[config.mk]
export PLATFORM = sky130hd
export DESIGN_NAME = ethernet_frame_reflector_top
export DESIGN_NICKNAME = d
export VERILOG_FILES = /design/src/rtl/efr_pkg.sv /design/src/rtl/efr_cfg.sv /design/src/rtl/efr_parser.sv /design/src/rtl/efr_select.sv /design/src/rtl/efr_out_buf.sv /design/src/rtl/ethernet_frame_reflector_top.sv
export SDC_FILE = /design/constraint.sdc
export NUM_CORES = 1
export LEC_CHECK = 0
export BUFFER_PORTS_ARGS = -buffer_cell sky130_fd_sc_hd__clkbuf_2
export CAP_MARGIN = 20
export CORE_MARGIN = 3
export CORE_UTILIZATION = 55
export CTS_CLUSTER_SIZE = 25
export DETAILED_ROUTE_END_ITERATION = 6
export PLACE_DENSITY = 0.79
export SYNTH_ARGS = -nofsm -noshare
export SYNTH_HDL_FRONTEND = slang
export SYNTH_SLANG_ARGS = --single-unit
[constraint.sdc]
create_clock -name clk -period 12.8 [get_ports clk]
set_clock_uncertainty 0.05 [all_clocks]
set_input_delay 0.64 -clock clk [delete_from_list [all_inputs] [get_ports clk]]
set_output_delay 0.64 -clock clk [all_outputs]
set_load 0.03 [all_outputs]
[src/rtl/efr_pkg.sv]
// ----------------------------------------------------------------------------
// efr_pkg: shared types and constants of the Ethernet frame reflector
// Header offsets, delay line shape and the structs passed between modules.
// ----------------------------------------------------------------------------
package efr_pkg;

  // byte position within a frame, saturating
  localparam int POS_W = 7;
  localparam logic [POS_W-1:0] POS_MAX = 7'd127;

  // delay line: six bytes held plus the newest one
  localparam int WIN_DEPTH = 7;
  localparam logic [2:0] DELAY_LEN = 3'd6;

  // Ethernet header layout
  localparam logic [POS_W-1:0] MAC_LEN      = 7'd6;
  localparam logic [POS_W-1:0] MAC_PAIR_END = 7'd12;
  localparam logic [POS_W-1:0] ETYPE_HI_POS = 7'd12;
  localparam logic [POS_W-1:0] ETYPE_LO_POS = 7'd13;
  localparam logic [POS_W-1:0] INNER_HI_POS = 7'd16;
  localparam logic [POS_W-1:0] INNER_LO_POS = 7'd17;
  localparam logic [POS_W-1:0] L3_PLAIN     = 7'd14;
  localparam logic [POS_W-1:0] L3_TAGGED    = 7'd18;

  // IPv4 header layout, relative to the start of the IPv4 header
  localparam logic [POS_W-1:0] IP_PROTO_OFS = 7'd9;
  localparam logic [POS_W-1:0] IP_SRC_OFS   = 7'd12;
  localparam logic [POS_W-1:0] IP_DST_OFS   = 7'd16;
  localparam logic [POS_W-1:0] IP_END_OFS   = 7'd20;
  localparam logic [POS_W-1:0] IP_ADDR_LEN  = 7'd4;
  localparam logic [POS_W-1:0] UDP_PORT_LEN = 7'd2;

  localparam logic [15:0] TYPE_IPV4  = 16'h0800;
  localparam logic [15:0] TPID_RESET = 16'h8100;
  localparam logic [7:0]  PROTO_UDP  = 8'd17;
  localparam logic [7:0]  IHL_MASK   = 8'h0f;

  // configuration port
  localparam int CFG_ADDR_W = 3;
  localparam logic REG_VLAN_TPID = 1'b0;

  typedef logic [7:0] byte_t;

  // index 0 holds the newest byte, index k the byte received k bytes earlier
  typedef logic [WIN_DEPTH-1:0][7:0] efr_window_t;

  typedef struct packed {
    logic       vlan_tag;
    logic       ipv4;
    logic       udp;
    logic [3:0] header_words;
  } efr_hdr_t;

  typedef struct packed {
    logic [5:0][7:0] dst_mac;
    logic [3:0][7:0] src_ip;
    logic [1:0][7:0] udp_sport;
  } efr_saved_t;

  typedef struct packed {
    byte_t data;
    logic  last;
  } efr_out_t;

endpackage

[src/rtl/efr_cfg.sv]
// ----------------------------------------------------------------------------
// efr_cfg: configuration register file
// APB-style port holding the VLAN TPID register.
// ----------------------------------------------------------------------------
module efr_cfg (
  input  logic                           clk,
  input  logic                           rst,
  input  logic                           psel,
  input  logic                           penable,
  input  logic                           pwrite,
  input  logic [efr_pkg::CFG_ADDR_W-1:0] paddr,
  input  logic [31:0]                    pwdata,
  output logic [31:0]                    prdata,
  output logic                           pready,
  output logic [15:0]                    vlan_tpid
);
  import efr_pkg::*;

  logic wr_en;

  assign pready = 1'b1;
  assign wr_en  = psel && penable && pwrite && pready;

  // write the TPID register on the access cycle
  always_ff @(posedge clk) begin
    if (rst) begin
      vlan_tpid <= TPID_RESET;
    end else if (wr_en && paddr[2] == REG_VLAN_TPID) begin
      vlan_tpid <= pwdata[15:0];
    end
  end

  // return the addressed register, zero beyond the list
  always_comb begin
    if (paddr[2] == REG_VLAN_TPID) begin
      prdata = {16'd0, vlan_tpid};
    end else begin
      prdata = '0;
    end
  end

endmodule

[src/rtl/efr_parser.sv]
// ----------------------------------------------------------------------------
// efr_parser: header parser and delay line
// Tracks the byte position, decodes the VLAN, IPv4 and UDP headers, saves the
// partner bytes that leave too early for the swap and shifts the delay line.
// ----------------------------------------------------------------------------
module efr_parser (
  input  logic                      clk,
  input  logic                      rst,
  input  logic                      accept,
  input  logic [7:0]                data_byte,
  input  logic                      last,
  input  logic                      frame_clear,
  input  logic [15:0]               vlan_tpid,
  output logic [efr_pkg::POS_W-1:0] byte_position,
  output efr_pkg::efr_hdr_t         hdr,
  output efr_pkg::efr_window_t      window,
  output efr_pkg::efr_saved_t       saved
);
  import efr_pkg::*;

  logic [15:0]      type_field;
  logic [15:0]      type_field_next;
  logic [15:0]      type_low;
  efr_hdr_t         hdr_next;
  logic [POS_W-1:0] pos_next;
  logic [POS_W-1:0] l3;
  logic [POS_W-1:0] u;
  logic [POS_W-1:0] ip_ofs;
  logic [POS_W-1:0] port_ofs;
  logic [3:0]       hw_eff;
  logic             ip_wr;
  logic             port_wr;
  logic             mac_wr;

  // decode the current byte against the header layout
  always_comb begin
    type_field_next = type_field;
    hdr_next        = hdr;
    type_low        = {type_field[15:8], data_byte};
    l3              = hdr.vlan_tag ? L3_TAGGED : L3_PLAIN;
    hw_eff          = hdr.header_words;
    if (hdr.ipv4 && byte_position == l3) begin
      hw_eff = 4'(data_byte & IHL_MASK);
    end
    u        = l3 + {1'b0, hw_eff, 2'b00};
    ip_ofs   = byte_position - l3 - IP_SRC_OFS;
    port_ofs = byte_position - u;

    // outer ethertype
    if (byte_position == ETYPE_HI_POS) begin
      type_field_next = {data_byte, 8'h00};
    end
    if (byte_position == ETYPE_LO_POS) begin
      type_field_next = type_low;
      if (type_low == vlan_tpid) begin
        hdr_next.vlan_tag = 1'b1;
      end else if (type_low == TYPE_IPV4) begin
        hdr_next.ipv4 = 1'b1;
      end
    end

    // inner ethertype behind the tag
    if (hdr.vlan_tag && byte_position == INNER_HI_POS) begin
      type_field_next = {data_byte, 8'h00};
    end
    if (hdr.vlan_tag && byte_position == INNER_LO_POS) begin
      type_field_next = type_low;
      if (type_low == TYPE_IPV4) begin
        hdr_next.ipv4 = 1'b1;
      end
    end

    // IPv4 header length and protocol
    if (hdr.ipv4) begin
      hdr_next.header_words = hw_eff;
      if (byte_position == l3 + IP_PROTO_OFS) begin
        hdr_next.udp = (data_byte == PROTO_UDP);
      end
    end

    mac_wr  = byte_position < MAC_LEN;
    ip_wr   = hdr.ipv4 && byte_position >= l3 + IP_SRC_OFS
              && byte_position < l3 + IP_DST_OFS;
    port_wr = hdr.ipv4 && (byte_position == u || byte_position == u + 7'd1);

    // advance the position unless this is the last byte or the position is at POS_MAX
    if (last || byte_position == POS_MAX) begin
      pos_next = byte_position;
    end else begin
      pos_next = byte_position + 7'd1;
    end
  end

  // per-frame control state: update on accept, drop at the end of the flush
  always_ff @(posedge clk) begin
    if (rst || frame_clear) begin
      byte_position <= '0;
      type_field    <= '0;
      hdr           <= '0;
      window        <= '0;
    end else if (accept) begin
      byte_position <= pos_next;
      type_field    <= type_field_next;
      hdr           <= hdr_next;
      window        <= {window[WIN_DEPTH-2:0], data_byte};
    end
  end

  // hold the partner bytes; written before they are read in the same frame
  always_ff @(posedge clk) begin
    if (accept && mac_wr) begin
      saved.dst_mac[byte_position[2:0]] <= data_byte;
    end
    if (accept && ip_wr) begin
      saved.src_ip[ip_ofs[1:0]] <= data_byte;
    end
    if (accept && port_wr) begin
      saved.udp_sport[port_ofs[0]] <= data_byte;
    end
  end

endmodule

[src/rtl/efr_select.sv]
// ----------------------------------------------------------------------------
// efr_select: output byte selection
// Maps an output position to the received position whose byte goes there and
// picks that byte from the delay line or from the saved partner bytes.
// ----------------------------------------------------------------------------
module efr_select (
  input  logic [efr_pkg::POS_W-1:0] q,
  input  logic [2:0]                age_q,
  input  efr_pkg::efr_hdr_t         hdr,
  input  efr_pkg::efr_window_t      window,
  input  efr_pkg::efr_saved_t       saved,
  output logic [7:0]                out_byte
);
  import efr_pkg::*;

  logic [POS_W-1:0] l3;
  logic [POS_W-1:0] u;
  logic [POS_W-1:0] s_port;
  logic [POS_W-1:0] s_ip;
  logic [POS_W-1:0] src;
  logic [POS_W-1:0] src_f;
  logic [POS_W-1:0] ip_ofs;
  logic [POS_W-1:0] port_ofs;
  logic [7:0]       age_w;
  logic [3:0]       age_f;
  logic             port_on;

  always_comb begin
    l3      = hdr.vlan_tag ? L3_TAGGED : L3_PLAIN;
    u       = l3 + {1'b0, hdr.header_words, 2'b00};
    port_on = hdr.ipv4 && hdr.udp && (hdr.header_words != 4'd0);

    // swap the UDP ports first
    s_port = q;
    if (port_on && q >= u && q < u + UDP_PORT_LEN) begin
      s_port = q + UDP_PORT_LEN;
    end else if (port_on && q >= u + UDP_PORT_LEN
                 && q < u + UDP_PORT_LEN + UDP_PORT_LEN) begin
      s_port = q - UDP_PORT_LEN;
    end

    // then the IPv4 addresses
    s_ip = s_port;
    if (hdr.ipv4 && s_port >= l3 + IP_SRC_OFS && s_port < l3 + IP_DST_OFS) begin
      s_ip = s_port + IP_ADDR_LEN;
    end else if (hdr.ipv4 && s_port >= l3 + IP_DST_OFS && s_port < l3 + IP_END_OFS) begin
      s_ip = s_port - IP_ADDR_LEN;
    end

    // MAC addresses always swap
    if (q < MAC_LEN) begin
      src = q + MAC_LEN;
    end else if (q < MAC_PAIR_END) begin
      src = q - MAC_LEN;
    end else begin
      src = s_ip;
    end

    // age of the source byte; a source not yet received leaves the byte as is
    age_w = {5'd0, age_q} + {1'b0, q} - {1'b0, src};
    if (age_w[7]) begin
      src_f = q;
      age_f = {1'b0, age_q};
    end else begin
      src_f = src;
      age_f = age_w[3:0];
    end

    ip_ofs   = src_f - l3 - IP_SRC_OFS;
    port_ofs = src_f - u;

    // pick from the delay line, else from the saved partner bytes
    if (age_f <= {1'b0, DELAY_LEN}) begin
      out_byte = window[age_f[2:0]];
    end else if (src_f < MAC_LEN) begin
      out_byte = saved.dst_mac[src_f[2:0]];
    end else if (src_f >= l3 + IP_SRC_OFS && src_f < l3 + IP_DST_OFS) begin
      out_byte = saved.src_ip[ip_ofs[1:0]];
    end else if (src_f == u || src_f == u + 7'd1) begin
      out_byte = saved.udp_sport[port_ofs[0]];
    end else begin
      out_byte = '0;
    end
  end

endmodule

[src/rtl/efr_out_buf.sv]
// ----------------------------------------------------------------------------
// efr_out_buf: output register with skid entry
// Two-entry queue that decouples the result stage from output stalls.
// ----------------------------------------------------------------------------
module efr_out_buf (
  input  logic              clk,
  input  logic              rst,
  input  logic              push,
  input  efr_pkg::efr_out_t push_data,
  output logic              full,
  output logic              m_tvalid,
  input  logic              m_tready,
  output logic [7:0]        m_tdata,   // [7:0] out_byte
  output logic              m_tlast    // out_last
);
  import efr_pkg::*;

  efr_out_t   entries [2];
  logic       wr_ptr;
  logic       rd_ptr;
  logic [1:0] count;
  logic       pop;

  assign full     = (count == 2'd2);
  assign m_tvalid = (count != 2'd0);
  assign pop      = m_tvalid && m_tready;
  assign m_tdata  = entries[rd_ptr].data;
  assign m_tlast  = entries[rd_ptr].last;

  // advance pointers and count
  always_ff @(posedge clk) begin
    if (rst) begin
      wr_ptr <= 1'b0;
      rd_ptr <= 1'b0;
      count  <= 2'd0;
    end else begin
      if (push) begin
        wr_ptr <= ~wr_ptr;
      end
      if (pop) begin
        rd_ptr <= ~rd_ptr;
      end
      if (push && !pop) begin
        count <= count + 2'd1;
      end else if (pop && !push) begin
        count <= count - 2'd1;
      end
    end
  end

  // store the result
  always_ff @(posedge clk) begin
    if (push) begin
      entries[wr_ptr] <= push_data;
    end
  end

endmodule

[src/rtl/ethernet_frame_reflector_top.sv]
// ----------------------------------------------------------------------------
// ethernet_frame_reflector_top: Ethernet frame reflector
// Rewrites a byte stream with MAC, IPv4 address and UDP port swaps.
// ----------------------------------------------------------------------------
// Frames enter one byte per transaction on s_* and leave six bytes late on
// m_*, with the MAC addresses swapped, one VLAN tag (TPID from register 0 at
// address 0) kept in place, IPv4 addresses swapped and, for UDP, the ports
// swapped at IHL*4 bytes into the IPv4 header. Within a frame one byte is
// accepted every cycle unless the output stalls; each result is registered
// in the result stage and then in the output buffer. When the byte marked
// tlast is accepted, the input is held while the remaining min(N-1,6)+1
// bytes of an N-byte frame are flushed, one per cycle unless the output
// stalls, through the single result stage; the next frame starts once the
// last result leaves the result stage. No clearing pass follows reset.
module ethernet_frame_reflector_top (
  input  logic                           clk,
  input  logic                           rst,
  input  logic                           s_tvalid,
  output logic                           s_tready,
  input  logic [7:0]                     s_tdata,   // [7:0] data_byte
  input  logic                           s_tlast,   // last
  output logic                           m_tvalid,
  input  logic                           m_tready,
  output logic [7:0]                     m_tdata,   // [7:0] out_byte
  output logic                           m_tlast,   // out_last
  input  logic                           psel,
  input  logic                           penable,
  input  logic                           pwrite,
  input  logic [efr_pkg::CFG_ADDR_W-1:0] paddr,
  input  logic [31:0]                    pwdata,
  output logic [31:0]                    prdata,
  output logic                           pready
);
  import efr_pkg::*;

  typedef enum logic [2:0] {
    ST_RUN   = 3'b001,
    ST_FLUSH = 3'b010,
    ST_DRAIN = 3'b100
  } state_t;

  state_t           state;
  state_t           state_next;
  logic [2:0]       cnt;
  logic [2:0]       cnt_next;
  logic             pend_valid;
  logic             pend_valid_next;
  logic [POS_W-1:0] pend_q;
  logic [POS_W-1:0] pend_q_next;
  logic [2:0]       pend_age;
  logic [2:0]       pend_age_next;
  logic             pend_last;
  logic             pend_last_next;
  logic             pend_fire;
  logic             pend_free;
  logic             in_fire;
  logic             frame_clear;
  logic             buf_full;
  logic [15:0]      vlan_tpid;
  logic [POS_W-1:0] pos;
  efr_hdr_t         hdr;
  efr_window_t      window;
  efr_saved_t       saved;
  logic [7:0]       sel_byte;
  efr_out_t         push_data;

  efr_cfg u_cfg (
    .clk       (clk),
    .rst       (rst),
    .psel      (psel),
    .penable   (penable),
    .pwrite    (pwrite),
    .paddr     (paddr),
    .pwdata    (pwdata),
    .prdata    (prdata),
    .pready    (pready),
    .vlan_tpid (vlan_tpid)
  );

  efr_parser u_parser (
    .clk           (clk),
    .rst           (rst),
    .accept        (in_fire),
    .data_byte     (s_tdata),
    .last          (s_tlast),
    .frame_clear   (frame_clear),
    .vlan_tpid     (vlan_tpid),
    .byte_position (pos),
    .hdr           (hdr),
    .window        (window),
    .saved         (saved)
  );

  efr_select u_select (
    .q        (pend_q),
    .age_q    (pend_age),
    .hdr      (hdr),
    .window   (window),
    .saved    (saved),
    .out_byte (sel_byte)
  );

  efr_out_buf u_out_buf (
    .clk       (clk),
    .rst       (rst),
    .push      (pend_fire),
    .push_data (push_data),
    .full      (buf_full),
    .m_tvalid  (m_tvalid),
    .m_tready  (m_tready),
    .m_tdata   (m_tdata),
    .m_tlast   (m_tlast)
  );

  assign push_data   = '{data: sel_byte, last: pend_last};
  assign pend_fire   = pend_valid && !buf_full;
  assign pend_free   = !pend_valid || pend_fire;
  assign s_tready    = (state == ST_RUN) && pend_free;
  assign in_fire     = s_tvalid && s_tready;
  assign frame_clear = pend_fire && pend_last;

  // sequence the result stage: one result per byte from position DELAY_LEN on, then the flush
  always_comb begin
    state_next      = state;
    cnt_next        = cnt;
    pend_valid_next = pend_valid && !pend_fire;
    pend_q_next     = pend_q;
    pend_age_next   = pend_age;
    pend_last_next  = pend_last && !pend_fire;
    case (state)
      ST_RUN: begin
        if (in_fire && s_tlast) begin
          state_next = ST_FLUSH;
          cnt_next   = (pos >= {4'd0, DELAY_LEN}) ? DELAY_LEN : pos[2:0];
        end else if (in_fire && pos >= {4'd0, DELAY_LEN}) begin
          pend_valid_next = 1'b1;
          pend_q_next     = pos - {4'd0, DELAY_LEN};
          pend_age_next   = DELAY_LEN;
          pend_last_next  = 1'b0;
        end
      end
      ST_FLUSH: begin
        if (pend_free) begin
          pend_valid_next = 1'b1;
          pend_q_next     = pos - {4'd0, cnt};
          pend_age_next   = cnt;
          pend_last_next  = (cnt == 3'd0);
          if (cnt == 3'd0) begin
            state_next = ST_DRAIN;
          end else begin
            cnt_next = cnt - 3'd1;
          end
        end
      end
      ST_DRAIN: begin
        if (frame_clear) begin
          state_next = ST_RUN;
        end
      end
      default: begin
        state_next = ST_RUN;
      end
    endcase
  end

  // hold control state
  always_ff @(posedge clk) begin
    if (rst) begin
      state      <= ST_RUN;
      cnt        <= 3'd0;
      pend_valid <= 1'b0;
      pend_last  <= 1'b0;
    end else begin
      state      <= state_next;
      cnt        <= cnt_next;
      pend_valid <= pend_valid_next;
      pend_last  <= pend_last_next;
    end
  end

  // result stage payload
  always_ff @(posedge clk) begin
    pend_q   <= pend_q_next;
    pend_age <= pend_age_next;
  end

  // no input while a flush is running
  assert property (@(posedge clk) disable iff (rst)
    (state == ST_FLUSH || state == ST_DRAIN) |-> !s_tready)
    else $error("input accepted during flush");

  // the last byte of a frame starts the flush
  assert property (@(posedge clk) disable iff (rst)
    (s_tvalid && s_tready && s_tlast) |=> (state == ST_FLUSH))
    else $error("flush not started after last byte");

  // a pending last result only exists while draining
  assert property (@(posedge clk) disable iff (rst)
    (pend_valid && pend_last) |-> (state == ST_DRAIN))
    else $error("last result outside drain");

  // delivering the last result returns the frame state to the start
  assert property (@(posedge clk) disable iff (rst)
    (pend_fire && pend_last) |=> (pos == '0 && hdr == '0))
    else $error("frame state not cleared after flush");

endmodule
After elaboration in Yosys (flattened, before gate mapping). Memories as Yosys holds them, arrays and structs flattened. A register that Yosys moved wholly into a read port is not among the register bits. Cells that the tools add are included.

Add/sub/neg operators: 30. $lt $le $gt $ge: 28. Equal/unequal tests: 26. Mux-type cells: 72. Bitwise operators: 5. Reductions and logical operators: 60.

Operators by type and width (number): 2-to-1 mux 8 bit (12); 2-to-1 mux 7 bit (10); 2-to-1 mux 16 bit (4); binary-select mux 8 bit (select 3 bit) (2); bitwise mux 48 bit (1); greater-or-equal comparator 7 bit (6); less-than comparator 7 bit (6); logical AND 1 bit (37); equality test 7 bit (5); 2-to-1 mux 3 bit (11); bitwise mux 32 bit (1); demux 8 bit (select 3 bit) (1); adder 7 x 1 -> 7 bit, second input constant (3); adder 7 x 2 -> 7 bit, second input constant (3); less-than comparator 7 x 3 -> 1 bit, second input constant (3); subtractor 7 x 3 -> 7 bit, second input constant (3); binary-select mux 8 bit (select 2 bit) (1); bitwise mux 16 bit (1); demux 8 bit (select 2 bit) (1); equality test 16 x 12 -> 1 bit, second input constant (1); equality test 16 bit (1); AND reduction 4 bit (4); 2-to-1 mux 1 bit (15); adder 5 x 6 -> 7 bit (2); 48 further kinds (87).

Register bits after elaboration: 212. RAM bits: 18. Bits of input ports: 51. Output and inout bits: 44. Word-level logic and storage cells: 257. Memories: 1.

Memory list: u_out_buf.entries (depth 2, width 9, read ports 1, clocked after memory_dff 1, wr ports 1, line efr_out_buf.sv:18) `efr_out_t entries [2];`.

Logic depth before layout (Yosys ltp). Gate-level depths: netlist (run 1).

Word-level depth: 24. Mapped depth: 49. Depth with buffers taken out: 45.

Modules after synthesis. Synthesis (run 1) repeated with hierarchy kept, for this count alone.

Cells, all modules: 1216. Area, all modules: 13193.9 µm².

By module, submodules not included: efr_parser (instances 1, cells an instance 476, area an instance 6570.1 µm², sequential area each 4444.3 µm²); efr_select (instances 1, cells an instance 472, area an instance 3696.0 µm², sequential area each 0.0 µm²); ethernet_frame_reflector_top (instances 1, cells an instance 112, area an instance 1092.3 µm², sequential area each 460.4 µm²); efr_cfg (instances 1, cells an instance 106, area an instance 977.2 µm², sequential area each 320.3 µm²); efr_out_buf (instances 1, cells an instance 50, area an instance 858.3 µm², sequential area each 640.6 µm²).

Worst setup path after synthesis (run 1). OpenSTA, ideal clock, no wires.

Kind: flip-flop to flip-flop. From: register u_parser.hdr[6] (netlist name). To: memory u_out_buf.entries[0][7] in the netlist's numbering (data pin). Setup time: 0.265 ns. Data arrival time: 9.996 ns. Data required time: 12.485 ns. Path slack: 2.488 ns. Stages on the path, launching flop included: 48. Path buffers: 3. Clock period less this slack: 10.312 ns. Cell sequence: dfxtp_1 > inv_1 > ha_1 > inv_1 > fa_1 > inv_1 > ha_1 > inv_1 > o31a_1 > ha_1 > nand4_1 > o21bai_1 > or4_4 > buf_6 > or3b_2 > o211ai_1 > ha_1 > and4b_1 > [12 not listed] > o211ai_1 > o41ai_1 > xnor2_1 > nand2_1 > nor2_1 > nand3b_1 > nand3_1 > clkbuf_1 > inv_1 > ha_1 > nor2_1 > o211ai_1 > nand2_1 > a21oi_1 > and2_0 > buf_4 > a221oi_1 > nor2_1.

Cells in the longest elaborated chain, start to end: 24. Elaborated cells between the ends (all ways): 58. Those cells by class: 13 x add/sub; 12 x order compare; 2 x eq/ne; 21 x mux; 10 x reduce/logical.

RTL lines: 2-to-1 mux 5 bit * (line efr_select.sv:29) `l3 = hdr.vlan_tag ? L3_TAGGED : L3_PLAIN;`; adder 5 x 6 -> 7 bit (line efr_select.sv:30) `u = l3 + {1'b0, hdr.header_words, 2'b00};`; adder 7 x 2 -> 7 bit (line efr_select.sv:35, efr_select.sv:37, efr_select.sv:38); adder 7 x 2 -> 7 bit / greater-or-equal comparator 7 bit (equally long branches) (line efr_select.sv:38, efr_select.sv:37); less-than comparator 7 bit / logical AND 1 bit (equally long branches) (line efr_select.sv:38, efr_select.sv:37); logical AND 1 bit (line efr_select.sv:38) `&& q < u + UDP_PORT_LEN + UDP_PORT_LEN) begin`; 2-to-1 mux 7 bit (line efr_select.sv:37) `end else if (port_on && q >= u + UDP_PORT_LEN`; 2-to-1 mux 7 bit (line efr_select.sv:35) `if (port_on && q >= u && q < u + UDP_PORT_LEN) begin`; [9 not listed]; subtractor 2 bit / subtractor 1 bit (equally long branches) (line efr_select.sv:69, efr_select.sv:70); subtractor 2 x 1 -> 2 bit / 2-to-1 mux 8 bit (equally long branches) (line efr_select.sv:69, efr_select.sv:80); binary-select mux 8 bit (select 2 bit) / 2-to-1 mux 8 bit (equally long branches) (line efr_select.sv:78, efr_select.sv:80); 2-to-1 mux 8 bit (on tied branches) (line efr_select.sv:78, efr_select.sv:79); 2-to-1 mux 8 bit (line efr_select.sv:77) `end else if (src_f >= l3 + IP_SRC_OFS && src_f < l3 + IP_DST_OFS) begin`; 2-to-1 mux 8 bit (line efr_select.sv:75) `end else if (src_f < MAC_LEN) begin`; 2-to-1 mux 8 bit * (line efr_select.sv:73) `if (age_f <= {1'b0, DELAY_LEN}) begin`; named net sel_byte[6] (line ethernet_frame_reflector_top.sv:64) `logic [7:0] sel_byte;`; end, declared (line efr_out_buf.sv:18).

Mark *: on every way through the listed nets, which the timed path passes. The rest lies on a longest branch. The select of a mux whose other input is x is not followed.

Worst setup path in the final report (run 1).
From: register u_parser.hdr[6] (netlist name). To: memory u_out_buf.entries[1][5] in the netlist's numbering (data pin).

Cells in the longest elaborated chain, start to end: 24. Elaborated cells between the ends (all ways): 58. Those cells by class: 13 x add/sub; 12 x order compare; 2 x eq/ne; 21 x mux; 10 x reduce/logical.

RTL lines (line): 2-to-1 mux 5 bit * (efr_select.sv:29); adder 5 x 6 -> 7 bit (efr_select.sv:30); adder 7 x 2 -> 7 bit (efr_select.sv:35, efr_select.sv:37, efr_select.sv:38); adder 7 x 2 -> 7 bit / greater-or-equal comparator 7 bit (equally long branches) (efr_select.sv:38, efr_select.sv:37); less-than comparator 7 bit / logical AND 1 bit (equally long branches) (efr_select.sv:38, efr_select.sv:37); logical AND 1 bit (efr_select.sv:38); 2-to-1 mux 7 bit (efr_select.sv:37); 2-to-1 mux 7 bit (efr_select.sv:35); [9 not listed]; subtractor 2 bit / subtractor 1 bit (equally long branches) (efr_select.sv:69, efr_select.sv:70); subtractor 2 x 1 -> 2 bit / 2-to-1 mux 8 bit (equally long branches) (efr_select.sv:69, efr_select.sv:80); binary-select mux 8 bit (select 2 bit) / 2-to-1 mux 8 bit (equally long branches) (efr_select.sv:78, efr_select.sv:80); 2-to-1 mux 8 bit (on tied branches) (efr_select.sv:78, efr_select.sv:79); 2-to-1 mux 8 bit (efr_select.sv:77); 2-to-1 mux 8 bit (efr_select.sv:75); 2-to-1 mux 8 bit * (efr_select.sv:73); named net sel_byte[4] (ethernet_frame_reflector_top.sv:64).

Marks and branches as above.

==> results.json, run 1 <==
{
  "dp_hpwl_mm": 19.5,
  "cp_num_buf_inv": 6,
  "multi_input_area_um2": 6400,
  "fillCellCount": 1777,
  "fp.dieW_um": 158,
  "crit_type": "register to register",
  "synth_fa_ha_area_frac": 0.0718,
  "slew_headroom": 0.315,
  "wire_per_inst_um": 17.8,
  "track_usage": 0.220,
  "antennaDiodeCount": 0,
  "worstMarginPinSlew_ps": 1020,
  "ys_types": 89,
  "yosysSeqAreaShare": 0.461,
  "drive_above_1_share": 0.155,
  "critPathMostFrequentCell": "ha_1",
  "setup-tns-final_ps": 0,
  "ys.flop_type": "edfxtp_1",
  "worstReg2RegEnd": "u_out_buf.entries[1][5]$_DFFE_PP_",
  "finalSetupViolCount": 0,
  "num_io_pins": 95,
  "synthSimpleGateAreaFrac": 0.164,
  "crit_family": "simple AND/OR/NAND/NOR gates",
  "path_depth": 46,
  "grt_start_max_net_pins": 79,
  "hold_depth": 3,
  "ys_warn_count": 0,
  "p_int_uw": 1380,
  "required_ps": 13090,
  "r2r-start": "u_parser.hdr[6]$_SDFFE_PP0P_",
  "seqPwrFrac": 0.430,
  "power_density_nw_per_um2": 144,
  "async_flop_share": 0,
  "cts_tree": "done",
  "p_leak_uw": 0.00514,
  "synth_compound_area_frac": 0.134,
  "dpl_cell_area_um2": 13200,
  "cts-hold-fix-buffers": 0,
  "switchingPower_uw": 631,
  "area.sequential_um2": 5870,
  "post_cts_resize_count": 0,
  "fin_area_um2": 14000,
  "die-height_um": 158,
  "cts_root_buf": "clkbuf_16",
  "route.met3.wl_mm": 1.88,
  "arrival_ps": 11760,
  "netlist_area_um2": 12700,
  "clockPowerShare": 0.329,
  "cts_setup_buffers": 0,
  "grt_pass1_vias": 8742,
  "end_kind": "register",
  "vias_per_cell": 6.02,
  "drtPass1Iterations": 5,
  "min_to": "u_cfg.vlan_tpid[15]$_SDFFE_PP1P_",
  "period_needed_ps": 11470,
  "first_iter_violations": 993,
  "max-clock-path-buffers": 3,
  "syn_area_per_cell_um2": 9.99,
  "maxCapViolations": 0,
  "status": "finished clean",
  "layout_common_cells": "nand2_1, edfxtp_1, a21oi_1, dfxtp_1, nor2_1",
  "antenna_found_initial": 0,
  "wl_met2_mm": 13.8,
  "clk_latency_ps": 500,
  "r2r_cells": 46,
  "timing.hold.worst.class": "input port to register",
  "routed_wl_mm": 28.7,
  "worst_path_max_delay_cell": "xor2_1",
  "numCtsBuffers": 23,
  "grt_pass1_wl_mm": 44.8,
  "cp_slowest_stage_delay_ps": 650,
  "grt_overflow": 0,
  "period_share": 0.896,
  "drc_errors": 0,
  "synth_cells": 1274,
  "r2r_slack_ps": 1330,
  "synthMuxAreaShare": 0.0887,
  "placementRows": 55,
  "die_area_um2": 25000,
  "synth_xor_area_frac": 0.0372,
  "clk_pin_slew_worst_paths_ps": 70,
  "min_from": "pwdata[15]",
  "io_buffers": 59,
  "ys_ff_latch": 231,
  "maxSlewViolCount": 0,
  "coreArea_um2": 22700,
  "htree_levels": 1,
  "place_congestion": 0.909,
  "syn2layout_area_growth_pct": 9.73,
  "num_vias": 9686,
  "cts.sink_count": 231,
  "start_util": 0.560,
  "startpoint_type": "register",
  "rsz0062_at_grt": "no",
  "detail-route-antenna-nets": 0,
  "fmax_mhz": 87.2,
  "pwr-share-comb": 0.241,
  "highest_layer": "met4",
  "synth-edff-count": 124,
  "hold_violations": 0,
  "final_common_cell": "nand2_1",
  "irDropWorstVdd_mv": 0.134,
  "drt-met1-wl_mm": 12.5,
  "synth_top_family_by_area": "simple AND/OR/NAND/NOR gates",
  "swShare": 0.314,
  "cp_max_fo": 19,
  "fin_nets": 1431
}
## worst min-delay path: cells and delay by family
family                 cells  cell delay [ps]
AND/OR/NAND/NOR            2              100
buffers and inverters      1               70
## Yosys cell counts (11+ instances only)
| master | number | area (um^2) |
|---|---|---|
| a21oi_1 | 111 | 556 |
| nor3_1 | 16 | 80.1 |
| nor2b_1 | 19 | 119 |
| o22ai_1 | 14 | 87.6 |
| nor2_1 | 101 | 379 |
| ha_1 | 65 | 813 |
| mux2i_1 | 34 | 340 |
| nand4_1 | 12 | 75.1 |
| o21ai_0 | 30 | 150 |
| dfxtp_1 | 107 | 2140 |
| edfxtp_1 | 124 | 3720 |
| mux4_2 | 16 | 360 |
| clkbuf_1 | 54 | 203 |
| o31ai_1 | 11 | 82.6 |
| inv_1 | 44 | 165 |
| buf_4 | 18 | 135 |
| xnor2_1 | 37 | 324 |
| nand2_1 | 201 | 754 |
| mux2_2 | 36 | 405 |
| nand3_1 | 20 | 100 |
| a221oi_1 | 16 | 140 |
| xor2_1 | 17 | 149 |
## layer usage
layer | global-route usage | vias up
met5 | 0 | -
met4 | 0.0483 | 0
met3 | 0.0282 | 50
met2 | 0.365 | 348
met1 | 0.310 | 4652
li1 | - | 4636
## area by class of cell
type                    count  area share
flip-flops and latches    231       0.420
inverters                  45      0.0121
multi-input cells         933       0.459
well taps                 285      0.0255
clock buffers              30      0.0469
repair buffers             76      0.0303
clock inverters            10     0.00672
## registers in the layout (all words and copies together), names as in the netlist, 2 cells and up, named ones only
signal                  cells
pend_age                    3
u_parser.window            56
u_out_buf.entries          18
u_parser.saved             96
u_parser.hdr                7
u_parser.type_field         8
u_parser.byte_position      7
u_out_buf.count             2
cnt                         3
state                       3
pend_q                      7
u_cfg.vlan_tpid            16
## worst max-delay path by stage
stage	endpoint	slack (ps)	start
floorplan	u_out_buf.entries[0][7]$_DFFE_PP_	2490	u_parser.hdr[6]$_SDFFE_PP0P_
global placement	u_out_buf.entries[0][5]$_DFFE_PP_	1690	u_parser.hdr[6]$_SDFFE_PP0P_
detailed placement	u_out_buf.entries[0][5]$_DFFE_PP_	1530	u_parser.hdr[6]$_SDFFE_PP0P_
CTS	u_out_buf.entries[0][2]$_DFFE_PP_	1470	u_parser.hdr[6]$_SDFFE_PP0P_
global route	u_out_buf.entries[0][6]$_DFFE_PP_	570	u_parser.hdr[6]$_SDFFE_PP0P_
finish	u_out_buf.entries[1][5]$_DFFE_PP_	1330	u_parser.hdr[6]$_SDFFE_PP0P_
## cells by family after synthesis
kind of cell	count (synthesis)
compound gates	260
xor+xnor	54
mux	87
fa+ha+maj	70
flops	231
other cells	2
simple gates	445
buf+inv	125
## power groups by stage
stage | logic [uW] | clock network [uW] | registers (uW)
5_1_grt | 533 | 697 | 865
2_1_floorplan | 365 | 0 | 859
3_3_place_gp | 468 | 0 | 874
4_1_cts | 482 | 668 | 861
3_5_place_dp | 478 | 0 | 877
6_report | 484 | 660 | 862
## metrics by stage
| step | total power [uW] | hold slack, ps | setup slack [ps] | util | cells |
|---|---|---|---|---|---|
| finish | 2010 | 301 | 1330 | 0.615 | 1610 |
| global route | 2100 | 298 | 571 | 0.615 | 1610 |
| CTS | 2010 | 287 | 1470 | 0.615 | 1610 |
| detailed placement | 1360 | 398 | 1530 | 0.582 | 1570 |
| global placement | 1340 | 392 | 1690 | 0.582 | 1570 |
| floorplan | 1220 | 386 | 2490 | - | 1289 |
Power figures use the tool's default switching activity.
==> run 2: changes to the inputs <==
--- a/config.mk
+++ b/config.mk
@@ -9,6 +9,7 @@
 export CAP_MARGIN = 20
 export CORE_MARGIN = 3
 export CORE_UTILIZATION = 55
+export CTS_BUF_LIST = sky130_fd_sc_hd__clkbuf_8
 export CTS_CLUSTER_SIZE = 25
 export DETAILED_ROUTE_END_ITERATION = 6
 export PLACE_DENSITY = 0.79
==> results.json, run 2 (synthesis results as in run 1) <==
{
  "irDropWorstVdd_mv": 0.130,
  "detail-route-antenna-nets": 0,
  "place_congestion": 0.909,
  "die-height_um": 158,
  "cts.sink_count": 231,
  "period_share": 0.898,
  "finalSetupViolCount": 0,
  "p_leak_uw": 0.00519,
  "max-clock-path-buffers": 3,
  "grt_pass1_wl_mm": 44.6,
  "fp.dieW_um": 158,
  "num_vias": 9634,
  "cts_tree": "done",
  "r2r-start": "u_parser.hdr[6]$_SDFFE_PP0P_",
  "hold_violations": 0,
  "num_io_pins": 95,
  "period_needed_ps": 11490,
  "io_buffers": 59,
  "cp_slowest_stage_delay_ps": 630,
  "layout_common_cells": "nand2_1, edfxtp_1, a21oi_1, dfxtp_1, nor2_1",
  "drc_errors": 0,
  "slew_headroom": 0.343,
  "clk_latency_ps": 520,
  "syn2layout_area_growth_pct": 9.48,
  "crit_start": "u_parser.hdr[6]$_SDFFE_PP0P_",
  "startpoint_type": "register",
  "grt_start_max_net_pins": 79,
  "fmax_mhz": 87.0,
  "grt_overflow": 0,
  "wire_per_inst_um": 17.4,
  "grtUsageMet2": 0.360,
  "largest_reg_flops": 96,
  "grt_pass1_vias": 8790,
  "coreArea_um2": 22700,
  "post_cts_resize_count": 0,
  "numCtsBuffers": 36,
  "placementRows": 55,
  "use_met1": 0.304,
  "die_area_um2": 25000,
  "grtUsageMet3": 0.0383,
  "track_usage": 0.221,
  "hold-worst-slack_ps": 293,
  "maxCapViolations": 0,
  "arrival_ps": 11790,
  "end_kind": "register",
  "vias_per_cell": 5.89,
  "cts_root_buf": "clkbuf_8",
  "critPathMostFrequentCell": "ha_1",
  "routed_wl_mm": 28.6,
  "dp_hpwl_mm": 19.5,
  "worstMarginPinSlew_ps": 986,
  "drtPass1Iterations": 5,
  "timing.hold.worst.class": "input port to register",
  "drive_above_1_share": 0.160,
  "antennaDiodeCount": 0,
  "cp_max_fo": 19,
  "maxSlewViolCount": 0,
  "power_density_nw_per_um2": 140,
  "crit_type": "register to register",
  "clk_pin_slew_worst_paths_ps": 60,
  "cts_setup_buffers": 0,
  "min_from": "pwdata[15]",
  "top_usage_layer": "met2",
  "required_ps": 13100,
  "first_iter_violations": 956,
  "cts-hold-fix-buffers": 0,
  "setup-tns-final_ps": 0,
  "final_common_cell": "nand2_1",
  "start_util": 0.560,
  "htree_levels": 2,
  "fin_nets": 1445,
  "status": "finished clean",
  "worst_path_max_delay_cell": "xor2_1",
  "rsz0062_at_grt": "no",
  "antenna_found_initial": 0
}
==> run 2: final timing paths <==
| path | to | slack, ps | cells after the start |
|---|---|---|---|
| worst max-delay path | u_out_buf.entries[1][6]$_DFFE_PP_ | 1310 | 46 |
| worst min-delay path | u_cfg.vlan_tpid[15]$_SDFFE_PP1P_ | 290 | 3 |
| worst max register to register | u_out_buf.entries[1][6]$_DFFE_PP_ | 1310 | 46 |
| worst min register to register | u_parser.window[48]$_SDFFE_PP0P_ | 410 | 2 |
==> run 2: area by class of cell <==
| class | instances | area [um^2] |
|---|---|---|
| Fill cell | 1794 | 8780 |
| Timing Repair Buffer | 77 | 430 |
| Sequential cell | 231 | 5870 |
| Tap cell | 285 | 357 |
| Clock buffer | 39 | 537 |
| Clock inverter | 27 | 171 |
| Inverter | 45 | 169 |
| Multi-Input combinational cell | 933 | 6400 |
==> run 2: stage by stage <==
step / utilization / total power (uW) / setup WS, ps / instances / area [um^2]
4_1_cts: 0.613 / 1960 / 1500 / 1636 / 13900
3_3_place_gp: 0.582 / 1340 / 1690 / 1570 / 13200
5_1_grt: 0.614 / 2050 / 571 / 1637 / 13900
6_report: 0.614 / 1950 / 1310 / 1637 / 13900
2_1_floorplan: - / 1220 / 2490 / 1289 / 12800
3_5_place_dp: 0.582 / 1360 / 1530 / 1570 / 13200
==> run 2: routing by layer <==
layer  vias to the layer above  wire, um
li1                       4667         -
met1                      4572     12300
met2                       346     13700
met3                        49      1980
met4                         0       595
met5                         -         0
==> run 2: worst max-delay path: cells and delay by family (launching register included) <==
family,cells,cell delay [ps]
simple gates,17,3560
compound gates,12,2520
fa+ha+maj,7,2420
buf+inv,6,1240
xor+xnor,4,1230
flops,1,310
==> run 2: report_power, final <==
group	total, uW	switching [uW]	internal, uW
logic	484	321	164
registers	862	32.3	830
clock network	608	283	325
